`src/hdl/opst_pkg.sv`:
```
package opst_pkg;

  localparam int STACK_DEPTH = 1024;
  localparam int ADDR_W      = $clog2(STACK_DEPTH);
  localparam int DATA_W      = 32;
  localparam int IDX_W       = 12;
  localparam int HEIGHT_W    = 11;

  localparam logic [2:0] OP_PUSH   = 3'd0;
  localparam logic [2:0] OP_POP    = 3'd1;
  localparam logic [2:0] OP_PEEK   = 3'd2;
  localparam logic [2:0] OP_LOAD   = 3'd3;
  localparam logic [2:0] OP_STORE  = 3'd4;
  localparam logic [2:0] OP_ADJUST = 3'd5;

  localparam logic [1:0] ST_OK    = 2'd0;
  localparam logic [1:0] ST_UNDER = 2'd1;
  localparam logic [1:0] ST_OVER  = 2'd2;
  localparam logic [1:0] ST_RANGE = 2'd3;

  typedef struct packed {
    logic [2:0]                opcode;
    logic signed [DATA_W-1:0]  value;
    logic signed [IDX_W-1:0]   index;
  } in_item_t;

  typedef struct packed {
    logic signed [DATA_W-1:0]  read_data;
    logic [1:0]                status;
    logic [HEIGHT_W-1:0]       height;
  } out_item_t;

  // Request from the controller to the stack RAM.
  typedef struct packed {
    logic                we;
    logic [ADDR_W-1:0]   waddr;
    logic [DATA_W-1:0]   wdata;
    logic [ADDR_W-1:0]   raddr;
  } mem_req_t;

endpackage

```
`src/hdl/opst_ctrl.sv`:
```
module opst_ctrl (
  input  logic                           clk,
  input  logic                           rst,
  input  logic                           in_valid,
  output logic                           in_ready,
  input  opst_pkg::in_item_t             in_data,
  output logic                           out_valid,
  input  logic                           out_ready,
  output opst_pkg::out_item_t            out_data,
  output opst_pkg::mem_req_t             mem_req,
  input  logic [opst_pkg::DATA_W-1:0]    mem_rdata
);
  import opst_pkg::*;

  localparam logic [1:0] S_CLEAR = 2'd0;
  localparam logic [1:0] S_IDLE  = 2'd1;
  localparam logic [1:0] S_READ  = 2'd2;

  localparam int NH_W = HEIGHT_W + 2;
  localparam logic signed [NH_W-1:0] NH_MAX = NH_W'(STACK_DEPTH);

  logic [1:0]          state, state_next;
  logic [HEIGHT_W-1:0] height, height_next;
  logic [ADDR_W-1:0]   clr_addr, clr_addr_next;
  logic [2:0]          pend_op, pend_op_next;
  logic                out_valid_next;
  out_item_t           out_data_next;
  logic                res_load;
  logic                accept;
  logic                full;
  logic                slot_ok;
  logic [HEIGHT_W-1:0] height_dec;
  logic signed [NH_W-1:0] new_height;

  assign in_ready   = (state == S_IDLE) && (!out_valid || out_ready);
  assign accept     = in_valid && in_ready;
  assign full       = (height >= HEIGHT_W'(STACK_DEPTH));
  assign height_dec = height - HEIGHT_W'(1);
  assign slot_ok    = !in_data.index[IDX_W-1] && (in_data.index[IDX_W-2:0] < height);
  assign new_height = $signed({2'b00, height})
                    + $signed({{(NH_W-IDX_W){in_data.index[IDX_W-1]}}, in_data.index});

  always_comb begin
    state_next    = state;
    height_next   = height;
    clr_addr_next = clr_addr;
    pend_op_next  = pend_op;
    res_load      = 1'b0;
    out_data_next = out_data;
    mem_req.we    = 1'b0;
    mem_req.waddr = height[ADDR_W-1:0];
    mem_req.wdata = in_data.value;
    mem_req.raddr = height_dec[ADDR_W-1:0];

    unique case (state)
      S_CLEAR: begin
        mem_req.we    = 1'b1;
        mem_req.waddr = clr_addr;
        mem_req.wdata = '0;
        clr_addr_next = clr_addr + ADDR_W'(1);
        if (clr_addr == ADDR_W'(STACK_DEPTH - 1)) begin
          state_next = S_IDLE;
        end
      end
      S_IDLE: begin
        if (accept) begin
          out_data_next.read_data = '0;
          out_data_next.status    = ST_OK;
          pend_op_next            = in_data.opcode;
          unique case (in_data.opcode) inside
            OP_PUSH: begin
              if (full) begin
                out_data_next.status = ST_OVER;
              end else begin
                mem_req.we  = 1'b1;
                height_next = height + HEIGHT_W'(1);
              end
            end
            OP_POP, OP_PEEK: begin
              if (height == '0) begin
                out_data_next.status = ST_UNDER;
              end else begin
                state_next = S_READ;
              end
            end
            OP_LOAD: begin
              if (!slot_ok) begin
                out_data_next.status = ST_RANGE;
              end else if (full) begin
                out_data_next.status = ST_OVER;
              end else begin
                mem_req.raddr = in_data.index[ADDR_W-1:0];
                state_next    = S_READ;
              end
            end
            OP_STORE: begin
              if (!slot_ok) begin
                out_data_next.status = ST_RANGE;
              end else begin
                mem_req.we    = 1'b1;
                mem_req.waddr = in_data.index[ADDR_W-1:0];
              end
            end
            OP_ADJUST: begin
              if (new_height[NH_W-1]) begin
                out_data_next.status = ST_UNDER;
              end else if (new_height > NH_MAX) begin
                out_data_next.status = ST_OVER;
              end else begin
                height_next = new_height[HEIGHT_W-1:0];
              end
            end
            default: begin
            end
          endcase
          out_data_next.height = height_next;
          res_load             = (state_next == S_IDLE);
        end
      end
      S_READ: begin
        res_load                = 1'b1;
        state_next              = S_IDLE;
        out_data_next.read_data = mem_rdata;
        out_data_next.status    = ST_OK;
        unique case (pend_op)
          OP_POP: begin
            height_next = height_dec;
          end
          OP_LOAD: begin
            mem_req.we    = 1'b1;
            mem_req.wdata = mem_rdata;
            height_next   = height + HEIGHT_W'(1);
          end
          default: begin
          end
        endcase
        out_data_next.height = height_next;
      end
      default: begin
        state_next = S_CLEAR;
      end
    endcase
  end

  always_comb begin
    if (res_load) begin
      out_valid_next = 1'b1;
    end else if (out_ready) begin
      out_valid_next = 1'b0;
    end else begin
      out_valid_next = out_valid;
    end
  end

  always_ff @(posedge clk) begin
    if (rst) begin
      state     <= S_CLEAR;
      height    <= '0;
      clr_addr  <= '0;
      out_valid <= 1'b0;
    end else begin
      state     <= state_next;
      height    <= height_next;
      clr_addr  <= clr_addr_next;
      out_valid <= out_valid_next;
    end
  end

  always_ff @(posedge clk) begin
    pend_op  <= pend_op_next;
    out_data <= out_data_next;
  end

endmodule

```
`config.mk`:
```
export PLATFORM = sky130hd
export DESIGN_NAME = opst_ctrl
export DESIGN_NICKNAME = d
export VERILOG_FILES = /design/src/hdl/opst_pkg.sv /design/src/hdl/opst_ctrl.sv
export SDC_FILE = /design/constraint.sdc
export NUM_CORES = 1
export LEC_CHECK = 0
export ABC_CLOCK_PERIOD_IN_PS = 4100
export BUFFER_PORTS_ARGS = -buffer_cell sky130_fd_sc_hd__buf_2
export CAP_MARGIN = 0
export CORE_MARGIN = 2
export CORE_UTILIZATION = 25
export CTS_BUF_LIST = sky130_fd_sc_hd__clkbuf_4 sky130_fd_sc_hd__clkbuf_8 sky130_fd_sc_hd__clkbuf_16
export CTS_CLUSTER_DIAMETER = 100
export CTS_CLUSTER_SIZE = 24
export DETAILED_ROUTE_END_ITERATION = 6
export HOLD_SLACK_MARGIN = 0.08
export PLACE_DENSITY = 0.49
export SYNTH_ARGS = -nofsm -noshare
export SYNTH_HDL_FRONTEND = slang
export SYNTH_SLANG_ARGS = --single-unit
```
`constraint.sdc`:
```
create_clock -name clk -period 4.1 [get_ports clk]
set_input_delay 0.82 -clock clk [delete_from_list [all_inputs] [get_ports clk]]
set_output_delay 0.82 -clock clk [all_outputs]
set_load 0.03 [all_outputs]
```
==> results of run 1 <==
==> cell families after synthesis <==
family | count (synthesis) | synth area share, %
AOI/OAI and AO/OA | 193 | 21.0
xor gates and xnor gates | 30 | 4.50
adders and majority gates | 30 | 6.38
buffers and inverters | 83 | 5.53
DFF | 72 | 32.0
muxes | 43 | 7.24
and+or+nand+nor | 281 | 23.4
==> cell usage in the layout, fill, tap and decap left out, types with 7 or more instances in the layout <==
cell type  count
and2_1        37
nand3_1       19
buf_2        182
xor2_1         8
clkbuf_16      9
o21ai_0       65
ha_1          28
nand2b_1       8
dfxtp_1       24
inv_1         32
nor4_1        10
a22oi_1        8
nor3_1        16
nor2_1        57
o211ai_1       8
o31ai_1        7
nand2_1       85
a21oi_1       38
buf_4         32
edfxtp_1      48
xnor2_1       21
mux2i_1       40
o22ai_1        7
==> metrics by stage <==
stage	instances	cell area (um^2)	power, mW	hold slack, ns
after CTS	1232	7690	1.86	0.555
after floorplan	732	6000	0.915	0.466
after global routing	1232	7690	1.90	0.589
after global placement	1216	7380	1.01	0.521
after detailed placement	1216	7380	1.01	0.538
final	1232	7690	1.83	0.550
==> flip-flops by register name, indices dropped and copies added, names as in the netlist <==
register   flops
out_data      45
height        11
clr_addr      10
pend_op        3
state          2
out_valid      1
==> routing by layer <==
metal | GRT usage [%] | wire length [um]
met5 | 0 | 0
met4 | 4.92 | 365
met3 | 2.81 | 1320
met2 | 27.9 | 10300
met1 | 23.0 | 9970
==> cell type report <==
class	instances	share of cell area (%)
Sequential cell	72	25.0
Multi-Input combinational cell	577	48.9
Timing Repair Buffer	215	15.2
Clock inverter	7	1.12
Clock buffer	9	2.93
Inverter	33	1.61
Tap cell	319	5.19
==> where the power goes <==
group	total, mW	switching, mW	internal (mW)
Combinational	0.225	0.134	0.0901
Clock	0.826	0.342	0.484
Sequential	0.776	0.00367	0.772
==> how the worst max path moves through the flow <==
stage                                   endpoint  startpoint  depth (start not counted)
after floorplan           height[2]$_SDFFE_PP0P_   out_ready                          9
after global placement               mem_req[49]  in_data[5]                          9
after detailed placement             mem_req[49]  in_data[6]                          9
after CTS                            mem_req[49]  in_data[1]                         12
after global routing                 mem_req[49]  in_data[1]                         12
final                                mem_req[51]  in_data[1]                         12
==> critical path, stage by stage <==
cell,delay [ns]
buf_2,0.14
ha_1,0.30
nor2b_1,0.13
o21ai_0,0.14
a21oi_1,0.08
o21ai_0,0.15
nand2_1,0.15
a2111oi_2,0.40
buf_4,0.27
a22oi_1,0.18
nand2_1,0.12
buf_2,0.20
==> what timing repair did <==
item	in CTS	in global routing
resized for setup	1	0
hold endpoints to repair	0	0
setup endpoints to repair	3	0
==> metrics.csv, run 1 <==
stage;metric;value;unit
timing;period utilization;94.9;%
critical_path;reg2reg start;height[0]$_SDFFE_PP0P_;
clock_tree;CTS Hold Bufs;0;
clock_tree;CTS H-Tree Depth;3;
worst_hold_path;worst hold start;clr_addr[2]$_SDFFE_PP0P_;
global_route;initial antenna violation count;0;
synth;Syn Nets;845;
synth;count of state elements after synthesis;72;
synth;most instantiated cells after synthesis;nand2_1, o21ai_0, nor2_1, edfxtp_1, mux2i_1;
die;Die W;159;um
die;Starting Density;25.5;%
timing;Slew Limit Fails;0;
timing;measured slew at the worst slew-check pin;1.07;ns
worst_hold_path;Min-Delay Path Depth;2;
critical_path;CP arrival;3.07;ns
clock_tree;TritonCTS Buffers;9;
synth;Async SR Flop Fraction;0;%
global_route;GRT Util Overall;17.0;%
route;1st-iter DRT viols;655;
placement;DPL Wire Length;16900;um
critical_path;critical path required time;3.28;ns
layout;Reg area;0.00192;mm^2
route;first drt pass iteration count;5;
layout;Area growth, synth to finish;28.2;%
worst_hold_path;min-delay worst type;flop to flop;
timing;RSZ-0062 raised after global routing;false;
power;VDD IR max;0.165;mV
global_route;largest net degree at the start of global routing;33;
timing;fmax;0.257;GHz
timing;fin crit period;3.89;ns
synth;most frequent cell after synthesis;nand2_1;
placement;routability congestion estimate;0.877;
layout;# fillers;2570;
synth;number of synthesized flops with an enable pin;48;
synth;synthesized area per cell;8.20;um^2
clock_tree;worst skew pair latency;0.34;ns
critical_path;Worst R2R Setup Slack;0.75;ns
synth;Synth cell types;76;
die;Die Y;159;um
layout;area of the multi-input gates;0.00376;mm^2
critical_path;kind of end point of the critical path;output port;
route;DR DRC count;0;
timing;Hold Vio Cnt, Final;0;
global_route;number of global-route vias before repair;5800;
layout;share of cells above drive strength 1;28.3;%
clock_tree;CTS tree;built;
layout;utilization after layout;32.7;%
synth;Post-Syn Area;0.00600;mm^2
placement;IO Port Bufs;182;
global_route;first-pass GRT wire length;33900;um
critical_path;CP Launch Type;input port;
timing;skew final;0.00899;ns
placement;Post-Place Setup Slack;-0.0722;ns
timing;endpoints failing setup;0;
power;pwr/cell area;237;mW/mm^2
synth;YS warnings;0;
clock_tree;post-CTS setup buffers;0;
power;LEAKAGE;3.23;nW
critical_path;WS Path Type;input port to output port;
global_route;global route overflow;0;
route;number of routed nets with antenna violations;0;
die;Top Ports;183;
clock_tree;clock buffer depth;2;
route;vias per cell;4.94;
synth;Synth area leaders;edfxtp_1, dfxtp_1, mux2i_1;
clock_tree;Clock Pin Slew Worst Setup and Hold Paths;0.06;ns
synth;Mapped Cells;732;
critical_path;reg2reg end;out_data[3]$_DFFE_PP_;
route;via count;6085;
die;core area;0.0235;mm^2
layout;# nets final;1021;
die;row count;56;
worst_hold_path;WHS Endpoint;clr_addr[2]$_SDFFE_PP0P_;
timing;final worst slack;0.208;ns
route;WL final;21900;um
synth;Yosys top cell by area;edfxtp_1;
timing;Relative slew margins;28.4;%
die;Total Die Area;0.0253;mm^2
synth;top cell type's share of synthesized area;24.0;%
timing;setup_tns;0;ns
layout;n_diodes;0;
critical_path;worst reg2reg path depth;12;
flow_run;max-cap violations;0;
synth;register area share after synthesis;32.0;%
route;WL per Instance;17.8;um
synth;ys flop type;edfxtp_1;
run_status;outcome;finished clean;
critical_path;crit-path max FO;10;
clock_tree;clock sink count;72;
clock_tree;Root Buffer;clkbuf_16;
Power figures use the tool's default switching activity.
==> run 2, diff against run 1 <==
--- a/config.mk
+++ b/config.mk
@@ -7,3 +7,3 @@
 export LEC_CHECK = 0
-export ABC_CLOCK_PERIOD_IN_PS = 4100
+export ABC_CLOCK_PERIOD_IN_PS = 3600
 export BUFFER_PORTS_ARGS = -buffer_cell sky130_fd_sc_hd__buf_2
==> constraint.sdc (replaced) <==
create_clock -name clk -period 3.6 [get_ports clk]
set_input_delay 0.72 -clock clk [delete_from_list [all_inputs] [get_ports clk]]
set_output_delay 0.72 -clock clk [all_outputs]
set_load 0.02 [all_outputs]
==> metrics.csv, run 2 (synthesis gave the netlist of run 1 again) <==
stage;metric;value;unit;change
clock_tree;CTS H-Tree Depth;3;;unchanged
layout;Reg with most FFs;out_data;;
layout;most common cell after layout, fill and taps aside;buf_2;;
route;vias per cell;4.94;;about the same
layout;most frequent cells in the layout;buf_2, nand2_1, buf_4;;
timing;Hold Vio Cnt, Final;0;;unchanged
timing;Slew Limit Fails;0;;unchanged
critical_path;critical path required time;2.88;ns;-0.40 ns
placement;Cell Area, Placed;0.00770;mm^2;+4.4%
clock_tree;clock sink count;72;;unchanged
power;Switching Fraction;25.4;%;-0.87 points
critical_path;CP arrival;2.81;ns;-0.26 ns
layout;# nets final;1066;;+4.4%
global_route;first-pass GRT wire length;34500;um;+1.6%
clock_tree;CTS tree;built;;
die;Die Y;159;um;unchanged
timing;RSZ-0062 raised after global routing;true;;
critical_path;CP Launch Type;input port;;
die;Total Die Area;0.0253;mm^2;unchanged
clock_tree;worst skew pair latency;0.35;ns;about the same
die;Die W;159;um;unchanged
worst_hold_path;min-delay worst type;flop to flop;;
placement;DPL Wire Length;17000;um;+0.59%
layout;Largest regs;out_data: 45 flops, height: 11 flops, clr_addr: 10 flops;;
power;Flop pwr share;41.8;%;-0.7 points
clock_tree;CTS Hold Bufs;0;;unchanged
placement;routability congestion estimate;0.832;;-5.1%
clock_tree;TritonCTS Buffers;9;;unchanged
route;WL per Instance;17.4;um;-2.0%
timing;worst hold slack;0.539;ns;-0.0114 ns
power;Int Pwr;1.58;mW;+17%
power;LEAKAGE;3.49;nW;+7.7%
run_status;outcome;finished clean;;
timing;period utilization;98.1;%;
power;combinational cell fraction of total power;13.8;%;+1.5 points
route;number of routed nets with antenna violations;0;;unchanged
layout;# fillers;2562;;-0.31%
placement;IO Port Bufs;182;;unchanged
route;1st-iter DRT viols;438;;-33%
layout;Final Cell Area;0.00820;mm^2;+6.6%
timing;Relative slew margins;57.9;%;+30 points
global_route;global route overflow;0;;unchanged
timing;measured slew at the worst slew-check pin;0.632;ns;-0.439 ns
clock_tree;Root Buffer;clkbuf_16;;
clock_tree;Clock Pin Slew Worst Setup and Hold Paths;0.07;ns;about the same
critical_path;kind of end point of the critical path;output port;;
global_route;initial antenna violation count;0;;unchanged
layout;Area growth, synth to finish;36.6;%;
route;DR DRC count;0;;unchanged
timing;fin crit period;3.53;ns;
die;Starting Density;25.5;%;unchanged
layout;number of flip-flops under the largest register name;45;;unchanged
layout;share of cells above drive strength 1;33.2;%;+4.9 points
route;first drt pass iteration count;5;;unchanged
die;Top Ports;183;;unchanged
global_route;number of global-route vias before repair;5935;;+2.3%
power;VDD IR max;0.133;mV;-19%
power;Net Switching;0.538;mW;+12%
route;via count;6302;;+3.6%
timing;endpoints failing setup;0;;unchanged
layout;n_diodes;0;;unchanged
timing;skew final;0.0112;ns;+0.00217 ns
route;WL final;22300;um;+1.6%
power;pwr/cell area;258;mW/mm^2;+8.6%
die;row count;56;;unchanged
global_route;GRT Util Overall;17.2;%;+0.18 points
flow_run;max-cap violations;0;;unchanged
power;clock power share;44.4;%;-0.8 points
timing;fmax;0.283;GHz;
critical_path;crit-path max FO;7;;-3
global_route;largest net degree at the start of global routing;46;;+39%
critical_path;WS Path Type;input port to output port;;
clock_tree;clock buffer depth;2;;unchanged
die;core area;0.0235;mm^2;unchanged
## run 2: cell count changes in the layout (fill, tap and decap cells not counted), moves of 3 or more
cell     delta
o21ai_1     +3
buf_6       +7
inv_1       -3
o21ai_0     -3
inv_4       +4
buf_2       -7
ha_1        -4
ha_4        +3
buf_4      +43
## run 2: final timing paths
check                                         startpoint                       end  slack [ns]  depth (start not counted)
worst max-delay path                          in_data[3]               mem_req[44]        0.07                         10
worst min-delay path            clr_addr[8]$_SDFFE_PP0P_  clr_addr[8]$_SDFFE_PP0P_        0.54                          2
worst max register to register    height[5]$_SDFFE_PP0P_     out_data[3]$_DFFE_PP_        0.19                         11
worst min register to register  clr_addr[8]$_SDFFE_PP0P_  clr_addr[8]$_SDFFE_PP0P_        0.54                          2
## run 2: final cells by class
cell class / instances / area [um^2] / share of cell area [%]
multi-input cells: 577 / 3860 / 47.1
inverters: 33 / 129 / 1.57
repair buffers: 260 / 1580 / 19.2
clock inverters: 4 / 30.0 / 0.366
clock buffers: 12 / 283 / 3.45
flip-flops and latches: 72 / 1920 / 23.4
well taps: 319 / 399 / 4.87
## run 2: layer usage
metal	global-route usage (%)	part of all wire (%)	routed length [um]
met2	27.3	45	10100
met1	23.7	47	10400
met3	3.31	5.9	1310
met4	5.04	2.0	454
met5	0	0	0
## run 2: stage by stage
stage	power [mW]	setup slack [ns]	TNS (ns)	util (%)	std cells
floorplan	1.04	0.109	0	-	732
detailed placement	1.18	-0.177	-1.67	32.7	1258
finish	2.11	0.0684	0	34.8	1277
CTS	2.13	-0.00310	-0.00310	34.1	1274
global placement	1.18	-0.138	-1.08	32.7	1258
global route	2.21	-0.0525	-0.179	34.8	1277
## run 2: power groups by stage
stage	Sequential, mW	Combinational [mW]	Clock, mW
global route	0.884	0.319	1.00
global placement	0.902	0.275	0
CTS	0.883	0.279	0.971
finish	0.884	0.292	0.939
detailed placement	0.902	0.277	0
floorplan	0.903	0.134	0
## run 2: critical path: stages
cell       delay [ns]
buf_2            0.12
ha_1             0.35
inv_1            0.13
a21oi_1          0.05
o21ai_1          0.16
nand2_2          0.13
a2111oi_4        0.52
a21oi_4          0.12
a221o_1          0.37
buf_6            0.14
## run 2: repair_timing
item / 4_1_cts / 5_1_grt
setup endpoints to repair: 5 / 24
resized for setup: 3 / 36
setup buffers: 0 / 3
pin swaps: 0 / 11
==> run 3, diff against run 2 <==
- PLACE_DENSITY: 0.49 -> not set
- RECOVER_POWER: not set -> 25
==> metrics.csv, run 3 (synthesis gave the netlist of run 1 again) <==
stage;metric;value;unit;change
route;DR DRC count;0;;unchanged
critical_path;crit-path max FO;4;;-3
die;core area;0.0235;mm^2;unchanged
flow_run;max-cap violations;0;;unchanged
critical_path;WS Path Type;input port to output port;;
critical_path;critical path required time;2.88;ns;about the same
clock_tree;CTS H-Tree Depth;3;;unchanged
layout;Area growth, synth to finish;35.0;%;
power;Total Power;2.14;mW;+1.4%
timing;fin crit period;3.55;ns;+0.0204 ns
critical_path;kind of end point of the critical path;output port;;
layout;most common cell after layout, fill and taps aside;buf_2;;
global_route;M2 GR Usage;26.4;%;-0.91 points
layout;share of cells above drive strength 1;31.3;%;-1.9 points
layout;number of flip-flops under the largest register name;45;;unchanged
power;pwr/cell area;265;mW/mm^2;+2.6%
global_route;largest net degree at the start of global routing;33;;-28%
die;Total Die Area;0.0253;mm^2;unchanged
layout;Largest regs;out_data: 45 flops, height: 11 flops, clr_addr: 10 flops;;
timing;Slew Limit Fails;0;;unchanged
timing;fmax;0.282;GHz;-0.57%
route;1st-iter DRT viols;463;;+5.7%
die;Die W;159;um;unchanged
global_route;GRT met1 Usage;21.1;%;-2.5 points
clock_tree;worst skew pair latency;0.34;ns;about the same
die;Starting Density;25.5;%;unchanged
placement;routability congestion estimate;0.892;;+7.2%
route;via count;6270;;-0.51%
power;LEAKAGE;3.39;nW;-2.7%
global_route;met3 Use GR;2.68;%;-0.63 points
clock_tree;Clock Pin Slew Worst Setup and Hold Paths;0.06;ns;about the same
clock_tree;clock sink count;72;;unchanged
power;Int Pwr;1.61;mW;+2.3%
die;Top Ports;183;;unchanged
global_route;first-pass GRT wire length;32400;um;-5.9%
global_route;number of global-route vias before repair;5841;;-1.6%
clock_tree;CTS tree;built;;
critical_path;CP Launch Type;input port;;
global_route;most used routing layer;met2;;
route;first drt pass iteration count;5;;unchanged
clock_tree;Root Buffer;clkbuf_16;;
placement;DPL Wire Length;16200;um;-5.0%
power;clock power share;45.6;%;+1.2 points
layout;Cell Count, Final, Fillers Out;1269;;-0.63%
layout;n_diodes;0;;unchanged
placement;Inst Count DP;1245;;-1.0%
power;VDD IR max;0.172;mV;+29%
placement;IO Port Bufs;182;;unchanged
timing;Hold Vio Cnt, Final;0;;unchanged
die;Die Y;159;um;unchanged
timing;Relative slew margins;34.6;%;-23 points
timing;measured slew at the worst slew-check pin;0.981;ns;+0.350 ns
global_route;initial antenna violation count;0;;unchanged
power;Net Switching;0.531;mW;-1.3%
placement;Post-Place Setup Slack;-0.145;ns;+0.0327 ns
power;Switching Fraction;24.8;%;-0.68 points
timing;final worst slack;0.0480;ns;-0.0204 ns
route;number of routed nets with antenna violations;0;;unchanged
layout;# fillers;2500;;-2.4%
layout;most frequent cells in the layout;buf_2, nand2_1, buf_4;;
clock_tree;TritonCTS Buffers;9;;unchanged
layout;# nets final;1058;;-0.75%
global_route;global route overflow;0;;unchanged
clock_tree;CTS Hold Bufs;0;;unchanged
power;Flop pwr share;41.2;%;-0.6 points
layout;Reg with most FFs;out_data;;
route;vias per cell;4.94;;+0.12%
power;combinational cell fraction of total power;13.2;%;-0.6 points
critical_path;CP arrival;2.83;ns;+0.02 ns
die;row count;56;;unchanged
global_route;GRT Util Overall;16.0;%;-1.2 points
route;WL per Instance;16.7;um;-4.1%
clock_tree;clock buffer depth;2;;unchanged
run_status;outcome;finished clean;;
timing;skew final;0.00432;ns;-0.00684 ns
timing;endpoints failing setup;0;;unchanged
worst_hold_path;min-delay worst type;flop to flop;;
route;WL final;21200;um;-4.7%
timing;period utilization;98.7;%;+0.57 points
==> run 3: layer usage <==
metal  vias up  part of all wire, %
li1       3061                    -
met1      2898                   44
met2       272                   46
met3        39                  6.7
met4         0                  2.6
met5         -                    0
==> run 3: worst paths after layout <==
check,start,to,slack (ns),cells past startpoint
max,in_data[1],mem_req[44],0.05,12
min,state[1]$_SDFFE_PP0P_,state[1]$_SDFFE_PP0P_,0.54,1
min reg2reg,state[1]$_SDFFE_PP0P_,state[1]$_SDFFE_PP0P_,0.54,1
max reg2reg,height[0]$_SDFFE_PP0P_,out_data[3]$_DFFE_PP_,0.26,12
==> run 3: cell type report <==
type | instances | area, um^2 | area share (%)
Clock buffer | 9 | 225 | 2.78
Clock inverter | 7 | 96.3 | 1.19
Inverter | 33 | 133 | 1.64
Multi-Input combinational cell | 577 | 3860 | 47.6
Sequential cell | 72 | 1930 | 23.8
Tap cell | 319 | 399 | 4.93
Timing Repair Buffer | 252 | 1460 | 18.1
==> run 3: repair_timing <==
item                                    4_1_cts  5_1_grt
setup buffers                                 0        7
resized for setup                             2       35
hold endpoints to repair                      0        0
cloned                                        0        1
pin swaps                                     0        7
endpoints found under the setup margin       10       24
==> run 3: critical path, stage by stage <==
cell	delay, ns
buf_6	0.10
ha_4	0.20
nor2b_1	0.12
o21ai_1	0.16
a21oi_1	0.10
o21ai_1	0.16
nand2_2	0.12
a2111oi_4	0.41
buf_4	0.20
a21oi_4	0.05
a221o_1	0.35
buf_6	0.14
==> run 3: per-stage QoR <==
step / hold slack, ns / util [%] / setup TNS, ns / instance area (um^2)
floorplan: 0.466 / - / 0 / 6000
global placement: 0.515 / 32.3 / -0.543 / 7590
detailed placement: 0.514 / 32.3 / -0.780 / 7590
CTS: 0.537 / 33.6 / 0 / 7920
global route: 0.562 / 34.4 / -0.0345 / 8100
finish: 0.535 / 34.4 / 0 / 8100
==> run 3: power groups by stage <==
| stage | Sequential (mW) | Clock, mW | Combinational [mW] |
|---|---|---|---|
| 2_1_floorplan | 0.903 | 0 | 0.134 |
| 3_3_place_gp | 0.901 | 0 | 0.262 |
| 3_5_place_dp | 0.902 | 0 | 0.266 |
| 4_1_cts | 0.884 | 1.00 | 0.267 |
| 5_1_grt | 0.883 | 1.03 | 0.309 |
| 6_report | 0.883 | 0.978 | 0.283 |
